[src/rtl/core/tdclk_pkg.sv]
// Package: item types and codes for the time-of-day clock core.
package tdclk_pkg;

    localparam logic [1:0] CMD_SECOND   = 2'd0;
    localparam logic [1:0] CMD_PRESS    = 2'd1;
    localparam logic [1:0] CMD_DEBOUNCE = 2'd2;
    localparam logic [1:0] CMD_BLINK    = 2'd3;

    localparam logic [2:0] BTN_NONE   = 3'd0;
    localparam logic [2:0] BTN_MODE   = 3'd1;
    localparam logic [2:0] BTN_SELECT = 3'd2;
    localparam logic [2:0] BTN_DOWN   = 3'd3;
    localparam logic [2:0] BTN_UP     = 3'd4;

    localparam logic [1:0] FIELD_SEC  = 2'd0;
    localparam logic [1:0] FIELD_MIN  = 2'd1;
    localparam logic [1:0] FIELD_HOUR = 2'd2;

    localparam logic [1:0] BLANK_NONE = 2'd0;
    localparam logic [1:0] BLANK_HOUR = 2'd3;

    localparam logic [4:0] MAX_HOURS  = 5'd23;
    localparam logic [5:0] MAX_MINSEC = 6'd59;

    localparam logic [7:0] RESET_PERIOD = 8'd5;

    typedef struct packed {
        logic [1:0] command;
        logic [2:0] buttons;
    } cmd_item_t;

    typedef struct packed {
        logic [4:0] hours;
        logic [5:0] minutes;
        logic [5:0] seconds;
        logic       set_mode_on;
        logic [1:0] blank_field;
        logic       action_fired;
    } res_item_t;

endpackage

[src/rtl/core/time_of_day_clock_with_set_buttons_core.sv]
// Top level: time-of-day clock with set buttons, debounce and blink control.
//
// Usage:
//   The command channel (cmd_valid / cmd_stall / cmd_item) carries one event
//   per item: second tick, button press edge, debounce tick with the held
//   button code, or half-second blink tick. Every accepted item yields
//   exactly one result item on the result channel (res_valid / res_stall /
//   res_item) with the current time, set mode, field to blank and whether a
//   debounced button action fired.
//   An accepted item's result is registered in the output register, or in
//   the skid register while the receiver stalls. One item per cycle is taken
//   unless stalled; state update is a single registered pass of short logic.
//   A two-entry result buffer (output register plus skid register) keeps
//   items flowing while the receiver stalls; cmd_stall rises only once both
//   entries hold results, and it is driven from a register.
//   cfg_write loads debounce_period from cfg_data; write it only while idle.
//   Reset (rst_n low, asynchronous) clears the time to 00:00:00, leaves set
//   mode, disarms the debouncer, sets the period to 5 and empties the buffer.
module time_of_day_clock_with_set_buttons_core
    import tdclk_pkg::*;
(
    input  logic      clk,
    input  logic      rst_n,
    input  logic      cmd_valid,
    output logic      cmd_stall,
    input  cmd_item_t cmd_item,
    output logic      res_valid,
    input  logic      res_stall,
    output res_item_t res_item,
    input  logic      cfg_write,
    input  logic [7:0] cfg_data
);

    logic [7:0] period_reg;
    logic [4:0] hours_reg,   hours_next;
    logic [5:0] minutes_reg, minutes_next;
    logic [5:0] seconds_reg, seconds_next;
    logic       set_mode_reg, set_mode_next;
    logic       armed_reg,    armed_next;
    logic [7:0] hold_reg,     hold_next;
    logic [1:0] field_reg,    field_next;
    logic [1:0] shown_reg,    shown_next;
    logic       phase_reg,    phase_next;

    logic       res_valid_reg;
    res_item_t  res_item_reg;
    logic       skid_valid_reg;
    res_item_t  skid_item_reg;

    logic       accept;
    logic [7:0] period_eff;
    logic [7:0] hold_inc;
    logic       fired;
    logic       step_up;
    logic [1:0] blank;
    res_item_t  new_item;

    assign accept     = cmd_valid && !skid_valid_reg;
    assign cmd_stall  = skid_valid_reg;
    assign res_valid  = res_valid_reg;
    assign res_item   = res_item_reg;
    assign period_eff = (period_reg == 8'd0) ? 8'd1 : period_reg;
    assign hold_inc   = hold_reg + 8'd1;

    always_comb
    begin
        hours_next    = hours_reg;
        minutes_next  = minutes_reg;
        seconds_next  = seconds_reg;
        set_mode_next = set_mode_reg;
        armed_next    = armed_reg;
        hold_next     = hold_reg;
        field_next    = field_reg;
        shown_next    = shown_reg;
        phase_next    = phase_reg;
        fired         = 1'b0;
        step_up       = (cmd_item.buttons != BTN_DOWN);

        unique case (cmd_item.command)
            CMD_SECOND:
            begin
                if (!set_mode_reg)
                begin
                    if (seconds_reg >= MAX_MINSEC)
                    begin
                        seconds_next = 6'd0;
                        if (minutes_reg >= MAX_MINSEC)
                        begin
                            minutes_next = 6'd0;
                            hours_next   = (hours_reg >= MAX_HOURS) ? 5'd0
                                                                    : hours_reg + 5'd1;
                        end
                        else
                        begin
                            minutes_next = minutes_reg + 6'd1;
                        end
                    end
                    else
                    begin
                        seconds_next = seconds_reg + 6'd1;
                    end
                end
            end
            CMD_PRESS:
            begin
                armed_next = 1'b1;
            end
            CMD_DEBOUNCE:
            begin
                if (armed_reg)
                begin
                    if (cmd_item.buttons == BTN_NONE)
                    begin
                        armed_next = 1'b0;
                        hold_next  = 8'd0;
                    end
                    else if (hold_inc >= period_eff)
                    begin
                        hold_next = 8'd0;
                        fired     = 1'b1;
                        if (cmd_item.buttons == BTN_MODE)
                        begin
                            set_mode_next = !set_mode_reg;
                        end
                        else if (set_mode_reg)
                        begin
                            if (cmd_item.buttons == BTN_SELECT)
                            begin
                                field_next = (field_reg >= FIELD_HOUR) ? FIELD_SEC
                                                                       : field_reg + 2'd1;
                            end
                            else if (field_reg == FIELD_SEC)
                            begin
                                if (step_up)
                                    seconds_next = (seconds_reg >= MAX_MINSEC) ? 6'd0
                                                                               : seconds_reg + 6'd1;
                                else
                                    seconds_next = (seconds_reg == 6'd0 ||
                                                    seconds_reg > MAX_MINSEC)
                                                   ? MAX_MINSEC : seconds_reg - 6'd1;
                            end
                            else if (field_reg == FIELD_MIN)
                            begin
                                if (step_up)
                                    minutes_next = (minutes_reg >= MAX_MINSEC) ? 6'd0
                                                                               : minutes_reg + 6'd1;
                                else
                                    minutes_next = (minutes_reg == 6'd0 ||
                                                    minutes_reg > MAX_MINSEC)
                                                   ? MAX_MINSEC : minutes_reg - 6'd1;
                            end
                            else
                            begin
                                if (step_up)
                                    hours_next = (hours_reg >= MAX_HOURS) ? 5'd0
                                                                          : hours_reg + 5'd1;
                                else
                                    hours_next = (hours_reg == 5'd0 || hours_reg > MAX_HOURS)
                                                 ? MAX_HOURS : hours_reg - 5'd1;
                            end
                        end
                    end
                    else
                    begin
                        hold_next = hold_inc;
                    end
                end
            end
            CMD_BLINK:
            begin
                if (set_mode_reg)
                begin
                    phase_next = !phase_reg;
                    if (phase_reg)
                        shown_next = field_reg;
                end
            end
            default:
            begin
                armed_next = armed_reg;
            end
        endcase

        blank = BLANK_NONE;
        if (set_mode_next && !phase_next)
            blank = (shown_next > FIELD_HOUR) ? BLANK_HOUR : shown_next + 2'd1;

        new_item.hours        = hours_next;
        new_item.minutes      = minutes_next;
        new_item.seconds      = seconds_next;
        new_item.set_mode_on  = set_mode_next;
        new_item.blank_field  = blank;
        new_item.action_fired = fired;
    end

    always_ff @(posedge clk or negedge rst_n)
    begin
        if (!rst_n)
        begin
            period_reg   <= RESET_PERIOD;
            hours_reg    <= 5'd0;
            minutes_reg  <= 6'd0;
            seconds_reg  <= 6'd0;
            set_mode_reg <= 1'b0;
            armed_reg    <= 1'b0;
            hold_reg     <= 8'd0;
            field_reg    <= FIELD_SEC;
            shown_reg    <= FIELD_SEC;
            phase_reg    <= 1'b0;
        end
        else
        begin
            if (cfg_write)
                period_reg <= cfg_data;
            if (accept)
            begin
                hours_reg    <= hours_next;
                minutes_reg  <= minutes_next;
                seconds_reg  <= seconds_next;
                set_mode_reg <= set_mode_next;
                armed_reg    <= armed_next;
                hold_reg     <= hold_next;
                field_reg    <= field_next;
                shown_reg    <= shown_next;
                phase_reg    <= phase_next;
            end
        end
    end

    always_ff @(posedge clk or negedge rst_n)
    begin
        if (!rst_n)
        begin
            res_valid_reg  <= 1'b0;
            skid_valid_reg <= 1'b0;
        end
        else if (!res_valid_reg || !res_stall)
        begin
            if (skid_valid_reg)
            begin
                res_valid_reg  <= 1'b1;
                skid_valid_reg <= 1'b0;
            end
            else
            begin
                res_valid_reg <= accept;
            end
        end
        else if (accept)
        begin
            skid_valid_reg <= 1'b1;
        end
    end

    always_ff @(posedge clk)
    begin
        if (!res_valid_reg || !res_stall)
        begin
            if (skid_valid_reg)
                res_item_reg <= skid_item_reg;
            else if (accept)
                res_item_reg <= new_item;
        end
        else if (accept)
        begin
            skid_item_reg <= new_item;
        end
    end

    a_skid_needs_out: assert property (@(posedge clk) disable iff (!rst_n)
        skid_valid_reg |-> res_valid_reg)
        else $error("skid entry held while output register empty");

    a_time_in_range: assert property (@(posedge clk) disable iff (!rst_n)
        hours_reg <= MAX_HOURS && minutes_reg <= MAX_MINSEC && seconds_reg <= MAX_MINSEC)
        else $error("time of day out of range");

    a_field_in_range: assert property (@(posedge clk) disable iff (!rst_n)
        field_reg != 2'd3 && shown_reg != 2'd3)
        else $error("field select holds an unused code");

    a_blank_in_set_mode: assert property (@(posedge clk) disable iff (!rst_n)
        res_valid_reg && res_item_reg.blank_field != BLANK_NONE |-> res_item_reg.set_mode_on)
        else $error("field blanked outside set mode");

    a_fire_on_debounce: assert property (@(posedge clk) disable iff (!rst_n)
        accept && fired |-> cmd_item.command == CMD_DEBOUNCE && armed_reg)
        else $error("action fired without an armed debounce tick");

endmodule
[config.mk]
export PLATFORM = sky130hd
export DESIGN_NAME = time_of_day_clock_with_set_buttons_core
export DESIGN_NICKNAME = d
export VERILOG_FILES = /design/src/rtl/core/tdclk_pkg.sv /design/src/rtl/core/time_of_day_clock_with_set_buttons_core.sv
export SDC_FILE = /design/constraint.sdc
export NUM_CORES = 1
export LEC_CHECK = 0
export ABC_AREA = 0
export ABC_CLOCK_PERIOD_IN_PS = 3320
export BUFFER_PORTS_ARGS = -buffer_cell sky130_fd_sc_hd__buf_2
export CAP_MARGIN = 30
export CORE_ASPECT_RATIO = 1.1
export CORE_UTILIZATION = 61
export CTS_CLUSTER_SIZE = 25
export DETAILED_ROUTE_END_ITERATION = 8
export PLACE_DENSITY_LB_ADDON = 0.25
export SETUP_SLACK_MARGIN = 0.5
export SYNTH_ARGS = -nofsm -noshare
export SYNTH_HDL_FRONTEND = slang
export SYNTH_SLANG_ARGS = --single-unit
[constraint.sdc]
create_clock -name clk -period 3.32 [get_ports clk]
set_input_delay 0.332 -clock clk [delete_from_list [all_inputs] [get_ports clk]]
set_output_delay 0.332 -clock clk [all_outputs]
set_load 0.02 [all_outputs]
==> out/results.ini <==
[run_status]
status = complete, but fails checks
violations = design-rule violations

[clocking]
cts_root_buf = clkbuf_8
cts_made_buffers = 9
insertion_delay_ns = 0.38
cts-htree-levels = 3
cts_tree = done
clock_path_buffers = 2
clk_transition_reported_paths_ns = 0.08
cts_sinks = 84

[floorplanning]
initial_core_util_pct = 62.7
pin_count = 41
fp.dieW_um = 93.0
dieArea_um2 = 9500
fp.dieH_um = 102
rows = 36
core_area_um2 = 8870

[worst_setup_path]
crit_path_end_kind = flop
crit_chain = nor4_2, a41o_1, ha_1, a31oi_1, nor2b_2, o21ai_4, a21oi_4, buf_6, a22o_1, mux2_2
r2r_slack_ns = 0.46
worstPathArrival_ns = 2.99
ff2ff_path_depth = 10
critPathMaxStageDelay_ns = 0.41
cp_slowest_cell = dfrtp_1
cp-start-kind = flop
cp.required_ns = 3.45
cp_max_fo = 9
path_class = flop to flop

[synth]
synth_area_um2 = 5560
yosys-top-cells-area = edfxtp_1 23%, dfrtp_1 18%, ha_1 4.7%
ys_seq_elements = 84
synth_cell_types = 74
syn_area_per_cell_um2 = 9.38
ys.warnings.count = 0
synth_common_cells = 48 x nand2_1, 42 x edfxtp_1, 41 x nor2_1
synthArstFlopShare_pct = 50.0
yosysTopAreaCell = edfxtp_1
syn_inst = 593
ys_seq_area_share_pct = 41.6
syn_nets = 632
yosysTopAreaCellShare_pct = 22.7
yosysMostFrequentCell = nand2_1
ys.flop_type = edfxtp_1
synth_edf_count = 42

[layout]
fin_cells = 746
fillers = 641
diodes = 0
area_growth_pct = 13.6
drive_above_1_share_pct = 22.2
nets = 666
design_area_um2 = 6320

[placed_design]
hpwl_um = 9670
place_inst = 720
place_area_um2 = 5850
dp_slack_ns = 0.348
io_buffers = 40
gp_congestion = 0.912

[timing]
setup_tns_ns = 0
slew_viol_final = 0
hold_violations = 0
whs_ns = 0.168
fin_crit_ns = 2.86
tightestPinTransition_ns = 0.750
clock_skew_ns = 0.0125
slew-limit-headroom_pct = 49.6
rsz0062_at_grt = true
period_share_pct = 86.1
worst_slack_ns = 0.461
setup_viol = 0
max_freq_mhz = 350

[power]
pwr-share-seq_pct = 41.4
netSwitchingFraction_pct = 39.7
switchingPower_uw = 1520
total_leakage_power_uw = 0.00249
combPwrFrac_pct = 37.7
intPower_uw = 2310
clkPwrFrac_pct = 20.9
irDropWorstVdd_uv = 442
power_density_nw_per_um2 = 606

[drt]
drtPass1Iterations = 7
dr.first_iter.drc_count = 404
num_vias = 5039
vias_per_cell = 6.75
wl_um = 14900
postRouteAntennaNets = 0
drc = 1
wl_per_cell_um = 20.0

[global_routing]
grt_pass1_wl_um = 22600
grt_start_max_net_pins = 39
grt_pass1_vias = 4491
grt_util_all_layers_pct = 31.2
antenna_found_initial = 0
grt-ovfl-total = 0

[worst_hold_path]
whs_path_depth = 3
worstHoldPathType = input port to flop

[job]
maxCapViolations = 0

-- power groups by stage --
stage,registers [uW],logic [uW],clock network [uW]
after global placement,1570,1270,0
final,1590,1440,798
after detailed placement,1580,1310,0
after global routing,1620,1580,841
after CTS,1560,1330,799
after floorplan,1470,1120,0
-- area by class of cell --
class	instances	area (um2)	area share (%)
Multi-Input combinational cell	444	3160	50.0
Sequential cell	84	2320	36.7
Timing Repair Buffer	64	403	6.38
Tap cell	114	143	2.26
Clock buffer	10	128	2.02
Inverter	24	90.1	1.43
Clock inverter	6	78.8	1.25
-- cells in the final DEF (no fill, tap or decap), drive strengths merged, types with 6 or more instances in the layout --
cell and n:
edfxtp 42, dfrtp 40, and2 7, nor2b 7
nor2 42, xnor2 7, o221ai 11, ha 21
a31oi 20, and3 8, buf 63, a211oi 7
a21oi 35, nor3 12, clkbuf 10, inv 23
nand2b 8, nand2 48, mux2 14, o21ai 46
o22ai 7, mux2i 10, xor2 6, a22o 10
o211ai 6, nand3 30, a21o 6
-- through the flow --
stage,utilization (%),power [uW]
floorplan,-,2590
global placement,65.7,2840
detailed placement,65.9,2890
CTS,68.9,3680
global route,71.2,4030
finish,71.2,3830
-- worst max-delay path: cells and delay by family, from the launching register on --
family                   cells  cell delay, ns
adder cells (fa/ha/maj)      1            0.24
AO/OA/AOI/OAI                5            1.16
multiplexers                 1            0.27
AND/OR/NAND/NOR              2            0.38
flip-flops                   1            0.41
buffers and inverters        1            0.15
-- routing by layer --
metal / global-route usage [%] / share of wire (%) / vias up
met5: 0 / 0 / -
met4: 10.2 / 1.7 / 0
met3: 6.92 / 7.5 / 25
met2: 48.8 / 47 / 242
met1: 43.2 / 43 / 2456
li1: - / - / 2316
-- what timing repair did --
| action | 4_1_cts | 5_1_grt |
|---|---|---|
| cloned | 0 | 0 |
| hold buffers | 1 | 0 |
| gates resized for setup | 9 | 29 |
| hold endpoints to repair | 4 | 0 |
| endpoints found under the setup margin | 21 | 57 |
| pin swaps | 2 | 17 |
| setup buffers | 1 | 8 |
-- path summary, 6_finish.rpt --
kind | from | end
max in group asynchronous | rst_n | period_reg[2]
worst max-delay path | period_reg[6] | res_item[4]
worst max register to register | period_reg[6] | res_item[4]
min in group asynchronous | rst_n | seconds_reg[5]
worst min-delay path | cfg_data[5] | period_reg[5]
worst min register to register | hold_reg[7] | hold_reg[7]
-- kinds of logic after synthesis --
logic type      share of synthesized area, %
mux                                     4.64
simple gates                            17.4
fa+ha+maj                               4.73
flops                                   41.6
buf+inv                                 4.91
xor+xnor                                2.05
compound gates                          24.7
No activity file was read; power rests on OpenSTA's default activity.
